`src/column_mode_imputation_unit_defines.svh`:
```
// Assertion helpers shared by the block's RTL files.
// Each macro uses the i_clk clock and the active-low i_rst_n reset of the
// module that uses it.
`ifndef COLUMN_MODE_IMPUTATION_UNIT_DEFINES_SVH
`define COLUMN_MODE_IMPUTATION_UNIT_DEFINES_SVH

`ifndef SYNTHESIS
// Consequent must hold in the same cycle as the antecedent.
`define CMI_ASSERT_IMP(lbl, ante, cons, msg) \
    lbl: assert property (@(posedge i_clk) disable iff (!i_rst_n) (ante) |-> (cons)) \
        else $error(msg);
// Consequent must hold in the cycle after the antecedent.
`define CMI_ASSERT_NXT(lbl, ante, cons, msg) \
    lbl: assert property (@(posedge i_clk) disable iff (!i_rst_n) (ante) |=> (cons)) \
        else $error(msg);
`else
`define CMI_ASSERT_IMP(lbl, ante, cons, msg)
`define CMI_ASSERT_NXT(lbl, ante, cons, msg)
`endif

`endif

```
`src/cmi_pkg.sv`:
```
package cmi_pkg;

    // Default sizes of the block
    localparam int TABLE_DEPTH_DEF = 64;
    localparam int MAX_COLUMNS_DEF = 64;
    localparam int COUNT_BITS_DEF  = 16;

    // Fixed field widths
    localparam int VALUE_W  = 32;
    localparam int COLUMN_W = 6;
    localparam int LABEL_W  = 6;
    localparam int MCOUNT_W = 16;

    // Operation codes
    localparam logic OP_LEARN = 1'b0;
    localparam logic OP_FILL  = 1'b1;

    // Result kinds
    localparam logic KIND_FILL = 1'b0;
    localparam logic KIND_MODE = 1'b1;

    typedef enum logic [1:0] {
        S_CLEAR,
        S_RUN,
        S_FILL,
        S_MODE
    } t_cmi_state;

    typedef struct packed {
        logic                        operation;
        logic [COLUMN_W-1:0]         column;
        logic signed [VALUE_W-1:0]   cell_value;
        logic                        cell_missing;
        logic                        last_of_column;
    } t_cmi_in;

    typedef struct packed {
        logic                        result_kind;
        logic signed [VALUE_W-1:0]   out_value;
        logic                        out_missing;
        logic [MCOUNT_W-1:0]         mode_count;
        logic                        table_overflow;
    } t_cmi_out;

    // What one cell hands to the next: a value looking for its entry, and the
    // end-of-column mark with the best value found so far.
    typedef struct packed {
        logic               tok_valid;
        logic [VALUE_W-1:0] tok_value;
        logic               mark;
        logic [VALUE_W-1:0] best_value;
    } t_cmi_link;

endpackage

```
`src/cmi_ram.sv`:
```
module cmi_ram #(
    parameter int WIDTH = cmi_pkg::VALUE_W,
    parameter int DEPTH = cmi_pkg::MAX_COLUMNS_DEF,
    localparam int AW   = (DEPTH > 1) ? $clog2(DEPTH) : 1
) (
    input  logic             i_clk,
    input  logic             i_we,
    input  logic [AW-1:0]    i_waddr,
    input  logic [WIDTH-1:0] i_wdata,
    input  logic             i_re,
    input  logic [AW-1:0]    i_raddr,
    output logic [WIDTH-1:0] o_rdata
);

    logic [WIDTH-1:0] r_mem [DEPTH];
    logic [WIDTH-1:0] r_rdata;

    // Write port
    always_ff @(posedge i_clk) begin
        if (i_we) begin
            r_mem[i_waddr] <= i_wdata;
        end
    end

    // Registered read port, holds its data between reads
    always_ff @(posedge i_clk) begin
        if (i_re) begin
            r_rdata <= r_mem[i_raddr];
        end
    end

    assign o_rdata = r_rdata;

endmodule

```
`config.mk`:
```
export PLATFORM = sky130hd
export DESIGN_NAME = cmi_ram
export DESIGN_NICKNAME = d
export VERILOG_FILES = /design/src/column_mode_imputation_unit_defines.svh /design/src/cmi_pkg.sv /design/src/cmi_ram.sv
export SDC_FILE = /design/constraint.sdc
export NUM_CORES = 2
export LEC_CHECK = 0
export CORE_UTILIZATION = 56
export DETAILED_ROUTE_END_ITERATION = 6
export DONT_BUFFER_PORTS = 1
export PLACE_DENSITY = 0.82
export SLEW_MARGIN = 40
export SYNTH_ARGS = -nofsm -noshare
export SYNTH_HDL_FRONTEND = slang
export SYNTH_SLANG_ARGS = --single-unit
```
`constraint.sdc`:
```
create_clock -name i_clk -period 3.6 [get_ports i_clk]
set_input_delay 0.72 -clock i_clk [delete_from_list [all_inputs] [get_ports i_clk]]
set_output_delay 0.72 -clock i_clk [all_outputs]
set_load 0.02 [all_outputs]
```
# ---- After elaboration in Yosys (flattened, before gate mapping)
# Memory sizes are Yosys's and may differ from the RTL's. A register that Yosys moved wholly into a read port is not among the register bits.
# Cells that the tools add are included.
# W data, S select, Z words.
dict set report word_totals {
  reg_bits 0
  mem_bits_rw 2048
  input_bits 47
  elab_cells 3
  n_memories 1
}
# memory depth width read_ports rd_ports_with_merged_regs wr line_no
set memory_table {}
lappend memory_table {r_mem 64 32 1 1 1 cmi_ram.sv:15} ;# logic [WIDTH-1:0] r_mem [DEPTH];
dict set report classes {
  n_mux 2
}
# cell n
set ops {}
lappend ops {{$mux W1} 2}

# ---- Longest topological paths before layout
dict set report logic_depth {
  ltp_word 2
  ltp_mapped 10
  depth_no_buf 5
}

# ---- Least setup slack after synthesis
# Ideal clock, no wire load.
dict set report synth_timing {
  kind {input-to-reg}
  start {input i_waddr[3]}
  end {memory r_mem[48][0] in the netlist's numbering (enable)}
  setup_time_ns 0.461
  arrival_time_ns 3.419
  t_required_ns 3.139
  slack_ns -0.280
  path_stages 4
  n_path_buf 1
  cell_sequence {clkbuf_1 > nor2b_1 > nand4b_1 > nor3_1}
}
# element line_no
set synth_lines {}
lappend synth_lines {{from (decl)} cmi_ram.sv:8} ;# input logic [AW-1:0] i_waddr,
lappend synth_lines {{to (decl)} cmi_ram.sv:15}
# Straight into the memory's write port.

==> results.json <==
{
  "status": "completed",
  "synth_async_sr_flop_share_pct": 0,
  "drv_cap": 0,
  "ff2ff_path_depth": 4,
  "avgSynthCellArea_um2": 23.7,
  "startpoint_type": "input port",
  "fin_cells": 5547,
  "post-route-period-util_pct": 93.7,
  "cellPowerDensity_nw_per_um2": 549,
  "routed_wirelength_um": 228000,
  "drc": 0,
  "ctsHoldBuffers": 62,
  "synth.largest_area_cell": "edfxtp_1",
  "via_count": 40400,
  "die_x_um": 377,
  "dr.pass1.iters": 6,
  "dpl.hpwl_um": 104000,
  "hold_violations": 0,
  "endpoint_kind": "flip-flop",
  "cts_resized": 0,
  "synthTopCellsByArea": "edfxtp_1, mux4_2, mux2i_1",
  "htreeDepth": 4,
  "maxSlewViolCount": 0,
  "dieArea_um2": 142000,
  "place_congestion": 0.799,
  "post_drt_wl_per_cell_um": 41.1,
  "root_buffer": "clkbuf_16",
  "dpl.cell_count": 5133,
  "ys_ff_latch": 2080,
  "grt_pass1_wl_um": 313000,
  "hold_path_class": "in -> reg",
  "critPathMaxFanout": 95,
  "ir_drop_mv": 0.510,
  "areaGrowthSynthToFinish_pct": 12.7,
  "cp-startpoint": "i_raddr[0]",
  "clk-insertion-delay-late_ns": 0.86,
  "yosys_warnings": 0,
  "cts_buffer_depth": 3,
  "grt_usage_pct": 32.2,
  "synth_edf_count": 2080,
  "cts_buffers": 188,
  "worstMarginPinSlew_ns": 1.02,
  "grt_max_degree": 514,
  "io_buffers": 0,
  "synth_most_common_cell": "edfxtp_1",
  "slew_headroom_pct": 31.9,
  "worst-setup-path-type": "in -> reg",
  "synth_cells": 3324,
  "synth_area_um2": 78800,
  "grt_pass1_vias": 41100,
  "r2r_slack_ns": 0.90,
  "rsz0062_at_grt": "no",
  "period_needed_ns": 3.37,
  "synth-seq-area-share_pct": 79.2,
  "fp-row-count": 137,
  "place_area_um2": 82000,
  "cp_data_required_time_ns": 4.15,
  "nNetsFinal": 3563,
  "antenna_left": 0,
  "drt_iter0_drc": 7310,
  "cp_data_arrival_time_ns": 3.93,
  "numClockSinks": 2080,
  "fin_area_um2": 88900,
  "critical_path.reg2reg.startpoint": "r_mem[35][28]",
  "synth_cell_types": 33,
  "power_leakage_nw": 27.4,
  "core-area_um2": 140000,
  "max_freq_mhz": 296,
  "cts_tree": "built",
  "die_height_um": 377,
  "drive_gt1_share_pct": 27.8,
  "setup_ws_ns": 0.225,
  "skew_ns": 0.0524,
  "dp_worst_setup_slack_ns": 0.339,
  "endpoint": "o_rdata[25]",
  "start_util_pct": 56.5,
  "min_path_cells": 0,
  "clk_pin_slew_worst_paths_ns": 0.07,
  "synth_common_cells": "edfxtp_1, mux4_2, nor2_1",
  "post_cts_buffers": 0,
  "worstReg2RegEnd": "o_rdata[28]",
  "synth_top_area_share_pct": 79.2,
  "io_pins": 79,
  "antenna_found_initial": 18,
  "setup_tns_ns": 0,
  "syn_nets": 3371,
  "grt_overflow": 0,
  "setup_viol": 0,
  "synthFlopType": "edfxtp_1",
  "vias_per_cell": 7.28
}
==> power breakdown <==
group	leakage (nW)	switching [W]	total, W	internal, W
Combinational	5.84	0.00123	0.00215	0.000917
Sequential	18.7	0.000162	0.0270	0.0269
Clock	2.84	0.00908	0.0197	0.0106
==> sequential cells by signal (all words and copies together), names as in the netlist <==
name,count
o_rdata,32
r_mem,2048
==> kinds of logic after synthesis <==
family                 Yosys count  synth area share, %
buffers and inverters          182                 1.12
AND/OR/NAND/NOR                223                 1.26
multiplexers                   637                 16.7
flip-flops                    2080                 79.2
AO/OA/AOI/OAI                  202                 1.67
==> worst min path at each step <==
stage,startpoint,to,slack (ns)
floorplan,r_mem[12][17],o_rdata[17],0.75
finish,i_wdata[21],r_mem[52][21],0.03
global route,i_wdata[21],r_mem[60][21],0.01
detailed placement,i_wdata[20],r_mem[13][20],0.82
CTS,i_wdata[6],r_mem[50][6],0.0002
global placement,i_wdata[20],r_mem[9][20],0.82
==> routing by layer <==
layer	GRT usage, %	up-vias	share of wire [%]
met5	0	-	0.059
met4	15.8	20	5.3
met3	10.6	834	15
met2	50.8	4244	48
met1	40.5	20600	32
li1	-	14600	-
==> stage by stage <==
stage | total power (W) | hold slack (ns) | util, %
5_1_grt | 0.0497 | 0.0107 | 63.7
2_1_floorplan | 0.0288 | 0.750 | -
4_1_cts | 0.0485 | 0.000239 | 63.6
6_report | 0.0488 | 0.0298 | 63.7
3_5_place_dp | 0.0290 | 0.823 | 58.8
3_3_place_gp | 0.0289 | 0.823 | 58.8
==> worst max-delay path, stage by stage <==
cell	delay [ns]
buf_16	0.39
buf_16	0.49
buf_16	0.56
mux4_2	0.60
mux2i_1	0.26
a21oi_1	0.12
a21oi_1	0.53
nor2_1	0.10
==> area by class of cell <==
type                       count  area, um2
tap                         1876       2350
sequential                  2080      62500
multi-input combinational   1062      16000
fill                        8389      50700
clock inverter                96        845
clock buffer                 245       4980
timing repair buffer         184       2220
antenna                        4       10.0
==> placed cells by master, fill, tap and decap left out, types with 8 or more instances in the layout <==
cell type	Yosys	layout
clkbuf_16	0	191
o22ai_1	84	83
buf_2	57	15
mux2i_1	93	93
nor2_1	137	74
a311oi_1	8	8
edfxtp_1	2080	2080
nand2_1	26	25
clkinv_2	0	28
clkbuf_1	74	54
nor2_4	0	62
bufinv_16	0	11
a22oi_1	12	12
o221ai_1	27	27
mux4_2	544	544
buf_16	0	16
buf_4	25	87
dlygate4sd3_1	0	27
buf_12	0	39
clkinv_1	0	44
nor2b_1	15	15
a21oi_1	62	62
Power figures use the tool's default switching activity.
