==> src/column_mode_imputation_unit_defines.svh <==
// Assertion helpers shared by the block's RTL files.
// Each macro uses the i_clk clock and the active-low i_rst_n reset of the
// module that uses it.
`ifndef COLUMN_MODE_IMPUTATION_UNIT_DEFINES_SVH
`define COLUMN_MODE_IMPUTATION_UNIT_DEFINES_SVH

`ifndef SYNTHESIS
// Consequent must hold in the same cycle as the antecedent.
`define CMI_ASSERT_IMP(lbl, ante, cons, msg) \
    lbl: assert property (@(posedge i_clk) disable iff (!i_rst_n) (ante) |-> (cons)) \
        else $error(msg);
// Consequent must hold in the cycle after the antecedent.
`define CMI_ASSERT_NXT(lbl, ante, cons, msg) \
    lbl: assert property (@(posedge i_clk) disable iff (!i_rst_n) (ante) |=> (cons)) \
        else $error(msg);
`else
`define CMI_ASSERT_IMP(lbl, ante, cons, msg)
`define CMI_ASSERT_NXT(lbl, ante, cons, msg)
`endif

`endif

==> src/cmi_pkg.sv <==
package cmi_pkg;

    // Default sizes of the block
    localparam int TABLE_DEPTH_DEF = 64;
    localparam int MAX_COLUMNS_DEF = 64;
    localparam int COUNT_BITS_DEF  = 16;

    // Fixed field widths
    localparam int VALUE_W  = 32;
    localparam int COLUMN_W = 6;
    localparam int LABEL_W  = 6;
    localparam int MCOUNT_W = 16;

    // Operation codes
    localparam logic OP_LEARN = 1'b0;
    localparam logic OP_FILL  = 1'b1;

    // Result kinds
    localparam logic KIND_FILL = 1'b0;
    localparam logic KIND_MODE = 1'b1;

    typedef enum logic [1:0] {
        S_CLEAR,
        S_RUN,
        S_FILL,
        S_MODE
    } t_cmi_state;

    typedef struct packed {
        logic                        operation;
        logic [COLUMN_W-1:0]         column;
        logic signed [VALUE_W-1:0]   cell_value;
        logic                        cell_missing;
        logic                        last_of_column;
    } t_cmi_in;

    typedef struct packed {
        logic                        result_kind;
        logic signed [VALUE_W-1:0]   out_value;
        logic                        out_missing;
        logic [MCOUNT_W-1:0]         mode_count;
        logic                        table_overflow;
    } t_cmi_out;

    // What one cell hands to the next: a value looking for its entry, and the
    // end-of-column mark with the best value found so far.
    typedef struct packed {
        logic               tok_valid;
        logic [VALUE_W-1:0] tok_value;
        logic               mark;
        logic [VALUE_W-1:0] best_value;
    } t_cmi_link;

endpackage

==> src/cmi_cell.sv <==
module cmi_cell #(
    parameter int COUNT_BITS = cmi_pkg::COUNT_BITS_DEF
) (
    input  logic                  i_clk,
    input  logic                  i_rst_n,
    input  logic                  i_adv,
    input  cmi_pkg::t_cmi_link    i_link,
    input  logic [COUNT_BITS-1:0] i_best,
    output cmi_pkg::t_cmi_link    o_link,
    output logic [COUNT_BITS-1:0] o_best
);

    import cmi_pkg::*;

    logic                  r_used, n_used;
    logic [VALUE_W-1:0]    r_value, n_value;
    logic [COUNT_BITS-1:0] r_count, n_count;
    t_cmi_link             r_link, n_link;
    logic [COUNT_BITS-1:0] r_best, n_best;

    logic                  hit;
    logic                  take;
    logic                  used_upd;
    logic [VALUE_W-1:0]    val_upd;
    logic [COUNT_BITS-1:0] cnt_upd;
    logic                  better;

    // Match or claim this entry, then let the mark read and clear it
    always_comb begin
        hit  = i_link.tok_valid && r_used && (r_value == i_link.tok_value);
        take = i_link.tok_valid && !r_used;

        if (hit) begin
            cnt_upd = (r_count == {COUNT_BITS{1'b1}}) ? r_count
                                                      : r_count + COUNT_BITS'(1);
        end else if (take) begin
            cnt_upd = COUNT_BITS'(1);
        end else begin
            cnt_upd = r_count;
        end
        used_upd = r_used || take;
        val_upd  = take ? i_link.tok_value : r_value;

        // strict compare keeps the earliest entry on ties
        better = used_upd && (cnt_upd > i_best);

        n_link           = i_link;
        n_link.tok_valid = i_link.tok_valid && !hit && !take;
        n_best           = i_best;
        n_used           = used_upd;
        n_value          = val_upd;
        n_count          = cnt_upd;

        if (i_link.mark) begin
            if (better) begin
                n_link.best_value = val_upd;
                n_best            = cnt_upd;
            end
            n_used = 1'b0;
        end
    end

    // Control state and the outgoing link
    always_ff @(posedge i_clk) begin
        if (!i_rst_n) begin
            r_used <= 1'b0;
            r_link <= '0;
            r_best <= '0;
        end else if (i_adv) begin
            r_used <= n_used;
            r_link <= n_link;
            r_best <= n_best;
        end
    end

    // Entry payload
    always_ff @(posedge i_clk) begin
        if (i_adv) begin
            r_value <= n_value;
            r_count <= n_count;
        end
    end

    assign o_link = r_link;
    assign o_best = r_best;

endmodule

==> config.mk <==
export PLATFORM = sky130hd
export DESIGN_NAME = cmi_cell
export DESIGN_NICKNAME = d
export VERILOG_FILES = /design/src/column_mode_imputation_unit_defines.svh /design/src/cmi_pkg.sv /design/src/cmi_cell.sv
export SDC_FILE = /design/constraint.sdc
export NUM_CORES = 1
export LEC_CHECK = 0
export BUFFER_PORTS_ARGS = -buffer_cell sky130_fd_sc_hd__buf_2
export CELL_PAD_IN_SITES_DETAIL_PLACEMENT = 0
export CELL_PAD_IN_SITES_GLOBAL_PLACEMENT = 1
export CORE_MARGIN = 2
export CORE_UTILIZATION = 40
export DETAILED_ROUTE_END_ITERATION = 10
export HOLD_SLACK_MARGIN = 0.03
export PLACE_DENSITY_LB_ADDON = 0.1
export SLEW_MARGIN = 10
export SYNTH_ARGS = -nofsm -noshare
export SYNTH_HDL_FRONTEND = slang
export SYNTH_SLANG_ARGS = --single-unit
==> constraint.sdc <==
create_clock -name i_clk -period 5.7 [get_ports i_clk]
set_clock_uncertainty 0.1 [all_clocks]
set_input_delay 0.57 -clock i_clk [delete_from_list [all_inputs] [get_ports i_clk]]
set_output_delay 0.57 -clock i_clk [all_outputs]
set_load 0.005 [all_outputs]
# Yosys cells after proc, flatten, opt, wreduce, memory -nomap -nowiden
# Index checks and enable logic that the tools add are counted.
# Widths: inputs -> output; s select.
# op_classes
addsub	1
mul	0
div	0
order_cmp	1
eq_ne	2
shift	0
muxes	9
n_bitwise	0
reduce_logical	10
# op_table
op	count
$mux 32	3
$mux 16	5
$eq 32x32->1	1
$add 16x1->16 const B	1
$eq 16x16->1 const B	1
$gt 16x16->1	1
$logic_and 1x1->1	6
$logic_not 1->1	3
$logic_or 1x1->1	1
$mux 1	1
# word_totals
ff_bits	131
latch_bits	0
ramBits	0
rom_bits	0
inputBits	85
output_inout_bits	82
elab_cells	31
memories	0

# Depth between registers and ports, before layout
# Gate-level depths: netlist of the first run.
# depth
depth_word	8
depth_mapped	20
depth_no_buf	16

# Worst setup path before layout of the first run
# Ideal clock, no wire load.
# synth_timing
kind	reg2reg
start	reg r_count[0]
end	reg r_best[12] (netlist: o_best[12])
t_arrival_ps	3911
setup_slack_ps	1546
stages_incl_launch_ff	20
path_buffers	4
path_cell_list	edfxtp_1 > ha_1 > and3_1 > and3_1 > clkbuf_1 > and4_1 > buf_2 > o311ai_1 > o41ai_1 > nand2b_1 > ha_1 > nand4_1 > or4_1 > o211ai_2 > nor2_2 > or2_1 > buf_2 > buf_4 > o2111ai_1 > a31oi_1
# synth_between
elab_chain_len	7
# synth_lines
element	line_no	rtl
from (decl)	cmi_cell.sv:17	logic [COUNT_BITS-1:0] r_count, n_count;
from (signal assigned)	cmi_cell.sv:80	r_count <= n_count;
$add 16x1->16 / $eq 16x16->1 (equally long branches)	cmi_cell.sv:35, cmi_cell.sv:34	
$mux 16 (*)	cmi_cell.sv:34	cnt_upd = (r_count == {COUNT_BITS{1'b1}}) ? r_count
$mux 16 (*)	cmi_cell.sv:33	if (hit) begin
net cnt_upd[11]	cmi_cell.sv:25	logic [COUNT_BITS-1:0] cnt_upd;
$gt 16x16->1 (*)	cmi_cell.sv:45	better = used_upd && (cnt_upd > i_best);
$logic_and 1x1->1 (*)	cmi_cell.sv:45	
$mux 16 (*)	cmi_cell.sv:55	if (better) begin
$mux 16 (*)	cmi_cell.sv:54	if (i_link.mark) begin
to (signal assigned)	cmi_cell.sv:72	r_best <= n_best;
to (decl)	cmi_cell.sv:19	logic [COUNT_BITS-1:0] r_best, n_best;
# The timed path passes the listed nets; every way through them passes the cells marked *.
# A chain may end at the register's enable or synchronous reset.

# Worst setup path in the final report of the first run
# layout_timing
start	reg r_count[0]
end	reg r_best[1] (netlist: o_best[1])
# Same word-level chain as after synthesis.

==> results.py, run 1 <==
metrics = {
    "run_status": {
        "status": "finished, final reports clean",
    },
    "hold_path": {
        "worstHoldStart": "i_link[21]",
        "min_path_cells": 3,
        "min_to": "o_link[21]",
        "hold_path.class": "in -> reg",
    },
    "clocking": {
        "cts_resized": 0,
        "clock_path_buffers": 2,
        "cts_sinks": 131,
        "postCtsSetupBuffers": 0,
        "clock_latency_ns": 0.42,
        "cts.reportedPaths.clkPinSlew_ns": 0.06,
        "cts_tree": "done",
        "cts-hold-fix-buffers": 0,
        "h-tree-depth": 4,
        "cts-root-buf": "clkbuf_16",
        "numCtsBuffers": 17,
    },
    "synthesis": {
        "synth.net_count": 819,
        "synth-seq-cells": 131,
        "synth_area_leader_cell": "dfxtp_1",
        "synthArstFlopShare_pct": 0,
        "synthesis.area_mm2": 0.00667,
        "synthDistinctLibCells": 57,
        "synth_edf_count": 48,
        "synth.most_common_cell": "nand2_1",
        "synthFlopType": "dfxtp_1",
        "ys_top_cells_by_area": "dfxtp_1, edfxtp_1, mux2i_1",
        "syn_avg_cell_area_um2": 9.30,
        "synth_common_cells": "nand2_1, dfxtp_1, mux2i_1",
        "syn_inst": 717,
        "seq_area_frac_synth_pct": 46.5,
        "yosys.area.top_type_share_pct": 24.9,
        "synth_warnings": 0,
    },
    "detailed_routing": {
        "route.met3.wl_um": 1110,
        "wire_per_inst_um": 19.0,
        "dr.pass1.iters": 5,
        "drt_iter0_markers": 346,
        "drt-met1-wl_um": 8750,
        "drc_errors": 0,
        "avgViaCountPerCell": 5.49,
        "ant_nets": 0,
        "vias": 6041,
        "wl_um": 21000,
        "highest-signal-layer": "met4",
        "dr_wl_met2_um": 10500,
    },
    "final_layout": {
        "fillCellCount": 1579,
        "drive_gt1_share_pct": 24.5,
        "area_growth_pct": 23.1,
        "antennaDiodeCount": 0,
        "nets": 970,
        "final_util_pct": 50.0,
        "finish.instance_area_mm2": 0.00821,
    },
    "timing": {
        "tightest_slew_ns": 0.966,
        "slew_headroom_pct": 35.5,
        "post-route-period-util_pct": 91.4,
        "fin_crit_ns": 5.21,
        "hold_violations": 0,
        "drv_slew": 0,
        "setup_viol": 0,
        "rsz0062_at_grt": "no",
        "setup_tns_ns": 0,
        "max_freq_mhz": 192,
    },
    "setup_path": {
        "startpoint_type": "flip-flop",
        "r2r_cells": 16,
        "path_max_fanout": 25,
        "end_kind": "flip-flop",
        "rrSetupSlack_ns": 0.49,
        "arrival_ns": 5.48,
        "crit_required_ns": 5.97,
        "worstReg2RegEnd": "o_best[1]",
        "r2r_start": "r_count[0]",
        "crit_type": "reg -> reg",
    },
    "grt": {
        "grt_pass1_vias": 5856,
        "grt_pass1_wl_um": 32400,
        "antenna_found_initial": 0,
        "grt_usage_pct": 23.7,
        "grt_max_degree": 60,
        "globalRouteOverflowTotal": 0,
    },
    "placement": {
        "dpl_cell_area_mm2": 0.00767,
        "gp_congestion": 0.882,
        "hpwl_um": 14700,
        "port_buffers": 166,
    },
    "pwr": {
        "clkPwrFrac_pct": 41.5,
        "powerDensity_mw_per_mm2": 299,
        "switching_share_pct": 27.1,
        "ir_drop_uv": 201,
        "p_switching_mw": 0.665,
        "p_seq_share_pct": 44.4,
        "comb_power_share_pct": 14.1,
        "leakage_nw": 3.72,
        "intPower_mw": 1.79,
    },
    "floorplan": {
        "die_y_um": 133,
        "initial_core_util_pct": 40.6,
        "rows": 47,
        "dieArea_mm2": 0.0177,
        "dieWidth_um": 133,
        "core_area_mm2": 0.0164,
        "ios": 167,
    },
    "flow_run": {
        "maxCapViolCount": 0,
    },
}
==> metrics by stage <==
stage	setup WS [ns]	cells	power, mW	hold WS, ns
floorplan	1.55	717	1.30	0.356
global placement	0.463	1069	1.45	0.354
detailed placement	0.322	1069	1.46	0.356
CTS	0.582	1101	2.48	0.297
global route	0.309	1101	2.56	0.318
finish	0.492	1101	2.46	0.315
==> sequential cells by signal, summed over array words and instances, names as in the netlist <==
name     flops
r_count     16
o_best      16
o_link      66
r_value     32
r_used       1
==> logic make-up (layout without fill, tap and decap cells) <==
group | after synthesis | after routing | share of synthesized area, %
multiplexers | 64 | 64 | 9.61
flip-flops | 131 | 131 | 46.5
XOR/XNOR | 33 | 33 | 4.34
buffers and inverters | 70 | 234 | 4.49
AO/OA/AOI/OAI | 119 | 119 | 12.2
AND/OR/NAND/NOR | 283 | 283 | 19.6
adder cells (fa/ha/maj) | 17 | 17 | 3.19
==> power by group through the flow <==
stage               clock (mW)  sequential, mW  combinational [mW]
finish                    1.02            1.09               0.345
CTS                       1.04            1.09               0.350
floorplan                    0            1.10               0.197
detailed placement           0            1.11               0.348
global route              1.08            1.10               0.383
global placement             0            1.11               0.345
==> cells in the final DEF (no fill, tap or decap), types with 3 or more instances in the layout <==
master	synthesis	routed
inv_1	22	21
nand2b_1	4	4
and3_1	6	6
o21ai_0	10	10
dfxtp_1	83	83
buf_4	2	14
o221ai_1	4	4
ha_1	17	17
buf_2	5	165
a211oi_1	3	3
nand4_1	19	19
nand2_1	127	127
o311a_1	3	3
a211o_1	3	3
inv_4	0	3
mux2i_1	64	64
nor2b_1	4	4
o41ai_1	5	5
o21ai_1	34	34
a31oi_1	6	6
clkbuf_1	33	4
and2_1	3	3
o311ai_1	3	3
edfxtp_1	48	48
a21o_1	10	10
clkinv_2	0	4
nor3_1	8	8
a311oi_1	3	3
clkbuf_16	0	18
and4_1	6	6
xnor2_1	33	33
nor2_1	47	46
nand3_1	51	51
a21oi_1	13	13
==> critical path, cell delays in order (launching register included) <==
cell and delay, ns:
edfxtp_1 0.49, ha_1 0.24, and3_1 0.23, and3_1 0.39, nand4_1 0.57, and4_1 0.44, a311oi_1 0.40, inv_1 0.11
ha_1 0.31, nand4_1 0.17, or4_1 0.45, o211ai_2 0.11, nor2_2 0.08, or2_2 0.31, buf_4 0.27, o41ai_1 0.32
a31o_1 0.14
==> per-layer routing <==
layer / GRT usage (%) / vias up
li1: - / 2863
met1: 28.8 / 2907
met2: 40.3 / 230
met3: 6.01 / 41
met4: 9.69 / 0
met5: 0 / -
==> how the worst max path moves through the flow <==
stage                 from    endpoint  slack [ns]  cells past startpoint
2_1_floorplan   r_count[0]  o_best[12]        1.55                     19
3_3_place_gp    i_link[49]   o_best[1]        0.46                     17
3_5_place_dp    i_link[47]   o_best[1]        0.32                     17
4_1_cts         r_count[0]   o_best[1]        0.58                     16
5_1_grt        r_value[14]  o_link[25]        0.31                     16
6_report        r_count[0]   o_best[1]        0.49                     16
==> layout make-up <==
cell class	count	area (um2)	share of cell area, %
Multi-Input combinational cell	516	3270	39.9
Sequential cell	131	3100	37.8
Timing Repair Buffer	179	931	11.3
Clock buffer	24	493	6.01
Tap cell	220	275	3.35
Inverter	23	86.3	1.05
Clock inverter	8	47.5	0.579
(Power assumes the default switching activity.)
==> run 2, diff against run 1 <==
Settings changed: CORE_UTILIZATION 40 to 42.
Clock period 5.7 ns to 6.2 ns, I/O delays scaled along.
==> run 2 against run 1 <==
  * Wire length is 4.9% lower
  * Combinational power is 8.7% lower
  * Core utilization is 2.2 points higher
  * Critical endpoint is now o_best[13]
==> results.py, run 2 (synthesized netlist as in run 1, its figures left out) <==
metrics = {
    "floorplan": {
        "dieArea_mm2": 0.0169,
        "ios": 167,
        "core_area_mm2": 0.0157,
        "die_y_um": 130,
        "initial_core_util_pct": 42.4,
        "dieWidth_um": 130,
        "rows": 46,
    },
    "clocking": {
        "clock_path_buffers": 2,
        "h-tree-depth": 4,
        "numCtsBuffers": 17,
        "postCtsSetupBuffers": 0,
        "cts-root-buf": "clkbuf_16",
        "clock_latency_ns": 0.42,
        "cts_tree": "done",
        "cts_resized": 0,
        "cts_sinks": 131,
        "cts.reportedPaths.clkPinSlew_ns": 0.06,
        "cts-hold-fix-buffers": 0,
    },
    "hold_path": {
        "hold_path.class": "in -> reg",
        "worstHoldStart": "i_link[20]",
    },
    "timing": {
        "rsz0062_at_grt": "no",
        "slew_headroom_pct": 38.3,
        "setup_viol": 0,
        "drv_slew": 0,
        "finalWorstSetupSlack_ns": 0.964,
        "max_freq_mhz": 191,
        "tightest_slew_ns": 0.924,
        "setup_tns_ns": 0,
        "hold_violations": 0,
        "post-route-period-util_pct": 84.5,
        "fin_crit_ns": 5.24,
    },
    "pwr": {
        "power.total_mw": 2.28,
        "leakage_nw": 3.71,
        "comb_power_share_pct": 13.8,
        "clkPwrFrac_pct": 42.4,
        "p_seq_share_pct": 43.8,
        "powerDensity_mw_per_mm2": 278,
        "switching_share_pct": 27.4,
        "ir_drop_uv": 218,
        "intPower_mw": 1.66,
        "p_switching_mw": 0.625,
    },
    "run_status": {
        "status": "finished, final reports clean",
    },
    "detailed_routing": {
        "vias": 5871,
        "wl_um": 19900,
        "ant_nets": 0,
        "drc_errors": 0,
        "avgViaCountPerCell": 5.37,
        "dr.pass1.iters": 5,
        "drt_iter0_markers": 423,
        "wire_per_inst_um": 18.2,
    },
    "setup_path": {
        "r2r_start": "r_value[16]",
        "crit_start": "r_value[16]",
        "crit_required_ns": 6.47,
        "end_kind": "flip-flop",
        "startpoint_type": "flip-flop",
        "crit_type": "reg -> reg",
        "path_max_fanout": 26,
        "arrival_ns": 5.50,
    },
    "grt": {
        "grt_max_degree": 62,
        "globalRouteOverflowTotal": 0,
        "grt_pass1_vias": 5801,
        "grt_usage_pct": 24.1,
        "antenna_found_initial": 0,
        "grt_pass1_wl_um": 31000,
    },
    "final_layout": {
        "area_growth_pct": 23.2,
        "antennaDiodeCount": 0,
        "final_util_pct": 52.3,
        "drive_gt1_share_pct": 24.4,
        "fillCellCount": 1475,
        "final_common_cell": "buf_2",
        "nets": 966,
        "finish.instance_area_mm2": 0.00821,
        "final_cell_mix": "buf_2, nand2_1, dfxtp_1",
        "largest_reg_flops": 66,
    },
    "flow_run": {
        "maxCapViolCount": 0,
    },
    "placement": {
        "gp_congestion": 0.855,
        "port_buffers": 166,
        "hpwl_um": 14300,
        "preCtsSetupSlack_ns": 0.601,
        "dpl_cell_area_mm2": 0.00764,
    },
}
## run 2: final cells by class
type / count / area (um2) / area share (%)
multi-input cells: 516 / 3270 / 39.8
repair buffers: 175 / 913 / 11.1
clock buffers: 19 / 443 / 5.39
clock inverters: 13 / 124 / 1.51
flip-flops and latches: 131 / 3100 / 37.8
well taps: 216 / 270 / 3.29
inverters: 23 / 86.3 / 1.05
## run 2: per-stage QoR
stage | std cells | hold slack (ns)
6_report | 1093 | 0.360
5_1_grt | 1093 | 0.365
4_1_cts | 1093 | 0.349
3_5_place_dp | 1061 | 0.352
3_3_place_gp | 1061 | 0.350
2_1_floorplan | 717 | 0.356
## run 2: critical path, stage by stage (launching register included)
cell      delay [ns]
edfxtp_1        0.41
xnor2_1         0.29
nand4_1         0.19
nor4_4          0.42
and2_1          0.51
nand2_1         0.22
o41ai_1         0.51
nand2b_1        0.19
ha_1            0.15
nand4_1         0.19
or4_1           0.57
o211ai_2        0.12
nor2_2          0.09
or2_2           0.52
buf_12          0.27
o41ai_1         0.26
a31o_1          0.15
## run 2: power groups by stage
stage	Clock (mW)	Combinational (mW)	Sequential [mW]
2_1_floorplan	0	0.181	1.01
4_1_cts	0.984	0.320	1.00
3_3_place_gp	0	0.315	1.02
3_5_place_dp	0	0.318	1.02
5_1_grt	1.02	0.352	1.01
6_report	0.969	0.315	1.00
## run 2: metal layers
metal,share of wire [%],GRT usage (%),up-vias
met3,5.6,6.15,29
met5,0,0,-
met2,49,41.3,180
li1,-,-,2876
met4,2.1,7.65,0
met1,43,29.9,2786
## run 2: final timing paths
kind                end  slack, ns  cells after the start
max          o_best[13]       0.96                     16
min          o_link[20]       0.36                      3
max reg2reg  o_best[13]       0.96                     16
min reg2reg  o_link[65]       0.36                      2
==> run 3, diff against run 2 <==
Settings changed: CORE_UTILIZATION 42 to 40.
Clock period 6.2 ns to 5.47 ns, I/O delays scaled along.
==> run 3 against run 2 <==
  * Wire length is 4.4% higher
  * Die area is 4.8% higher
  * Flip-flop and latch count stayed put
  * Non-clock buffer count is 9 higher
  * Combinational power is 15% higher
  * First-iteration DRC count is 8.5% higher
  * Count of clock-buffer cells in the layout is 1 lower
  * Via count is 0.99% higher
  * Power is 15% higher
  * Core utilization is 1.7 points lower
  * Final area is 1.0% higher
  * Sequential power is 14% higher
  * Largest cell class unchanged
  * Highest routed layer unchanged
==> results.py, run 3 (synthesized netlist as in run 1, its figures left out) <==
metrics = {
    "run_status": {
        "status": "finished, final reports clean",
    },
    "setup_path": {
        "crit_required_ns": 5.74,
        "r2r_cells": 16,
        "end_kind": "flip-flop",
        "startpoint_type": "flip-flop",
        "arrival_ns": 5.29,
        "path_max_fanout": 25,
        "crit_type": "reg -> reg",
        "r2r_start": "r_value[16]",
        "crit_start": "r_value[16]",
        "worstReg2RegEnd": "o_best[1]",
        "rrSetupSlack_ns": 0.45,
    },
    "final_layout": {
        "final_cell_mix": "buf_2, nand2_1, dfxtp_1",
        "area_growth_pct": 24.4,
        "fillCellCount": 1529,
        "final_common_cell": "buf_2",
        "nets": 975,
        "largest_reg_flops": 66,
        "drive_gt1_share_pct": 25.4,
    },
    "clocking": {
        "cts.reportedPaths.clkPinSlew_ns": 0.06,
        "cts_sinks": 131,
        "numCtsBuffers": 17,
        "clock_latency_ns": 0.43,
        "cts_tree": "done",
        "clock_path_buffers": 2,
        "h-tree-depth": 4,
        "cts-root-buf": "clkbuf_16",
    },
    "hold_path": {
        "min_to": "o_link[12]",
        "hold_path.class": "in -> reg",
        "worstHoldStart": "i_link[12]",
        "min_path_cells": 3,
    },
    "detailed_routing": {
        "drt_iter0_markers": 459,
        "ant_nets": 0,
        "wl_um": 20800,
        "avgViaCountPerCell": 5.36,
        "wire_per_inst_um": 18.8,
        "dr.pass1.iters": 5,
        "vias": 5929,
        "drc_errors": 0,
    },
    "flow_run": {
        "maxCapViolCount": 0,
    },
    "floorplan": {
        "ios": 167,
        "rows": 47,
        "die_y_um": 133,
        "initial_core_util_pct": 40.6,
        "dieWidth_um": 133,
        "dieArea_mm2": 0.0177,
        "core_area_mm2": 0.0164,
    },
    "grt": {
        "antenna_found_initial": 1,
        "grt_pass1_wl_um": 32100,
        "grt_util_met1_pct": 29.1,
        "grt_max_degree": 62,
        "grtUsageMet2_pct": 38.9,
        "grt_usage_pct": 23.4,
        "grt_pass1_vias": 5868,
        "grt.met3_usage_pct": 6.09,
        "globalRouteOverflowTotal": 0,
        "grt.busiest_layer": "met2",
    },
    "timing": {
        "rsz0062_at_grt": "no",
        "slew_headroom_pct": 34.3,
        "post-route-period-util_pct": 91.7,
        "fin_crit_ns": 5.02,
        "setup_viol": 0,
        "setup_tns_ns": 0,
        "drv_slew": 0,
        "max_freq_mhz": 199,
        "hold_violations": 0,
        "finalWorstSetupSlack_ns": 0.452,
        "tightest_slew_ns": 0.984,
    },
    "pwr": {
        "leakage_nw": 3.75,
        "ir_drop_uv": 217,
        "powerDensity_mw_per_mm2": 316,
    },
    "placement": {
        "preCtsSetupSlack_ns": 0.196,
        "port_buffers": 166,
        "hpwl_um": 14700,
        "gp_congestion": 0.899,
    },
}
run 3: changes by cell type in the layout (fill, tap and decap cells not counted), sizes merged:
cell	change
diode	+1
buf	+9
clkbuf	-1
clkinvlp	+1
inv	+3
clkinv	-3
run 3: critical path: stages (launching register included):
cell      delay [ns]
edfxtp_1        0.40
xnor2_1         0.35
nand4_1         0.21
nor4_4          0.47
and2_1          0.35
nand2_1         0.21
o41ai_1         0.48
nand2b_1        0.19
ha_1            0.17
nand4_1         0.21
or4_1           0.57
o211ai_2        0.12
nor2_2          0.09
or2_2           0.32
buf_4           0.28
o41ai_1         0.31
a31o_1          0.14
run 3: through the flow:
step / cells / utilization [%] / hold slack, ns / power, mW / instance area (um2)
3_5_place_dp: 1070 / 46.9 / 0.353 / 1.52 / 7690
3_3_place_gp: 1070 / 46.9 / 0.352 / 1.51 / 7690
2_1_floorplan: 717 / - / 0.356 / 1.35 / 6670
4_1_cts: 1102 / 50.4 / 0.275 / 2.65 / 8260
5_1_grt: 1107 / 50.6 / 0.288 / 2.74 / 8300
6_report: 1107 / 50.6 / 0.290 / 2.62 / 8300
run 3: final cells by class:
type | count | area (um2) | area share, %
inverters | 23 | 86.3 | 1.04
diodes | 1 | 2.50 | 0.0302
flip-flops and latches | 131 | 3100 | 37.4
well taps | 220 | 275 | 3.32
multi-input cells | 516 | 3270 | 39.4
clock buffers | 18 | 439 | 5.29
repair buffers | 184 | 981 | 11.8
clock inverters | 14 | 136 | 1.64
run 3: worst max path at each step:
stage | to | cells past startpoint
3_5_place_dp | o_best[1] | 17
2_1_floorplan | o_best[12] | 19
5_1_grt | o_best[1] | 16
3_3_place_gp | o_best[1] | 17
4_1_cts | o_best[1] | 16
6_report | o_best[1] | 16
run 3: where the power goes:
part | internal [mW] | total [mW] | switching (mW)
Combinational | 0.152 | 0.361 | 0.209
Sequential | 1.09 | 1.14 | 0.0487
Clock | 0.649 | 1.13 | 0.477
Total | 1.89 | 2.62 | 0.735
run 3: timing repair:
item,CTS,global route
endpoints found under the setup margin,0,1
gates resized for setup,0,0
buffers inserted,0,4
hold buffers,0,0
run 3: routing by layer:
layer | part of all wire (%) | up-vias
met1 | 42 | 2771
met2 | 48 | 233
li1 | - | 2886
met5 | 0 | -
met3 | 6.3 | 39
met4 | 3.2 | 0
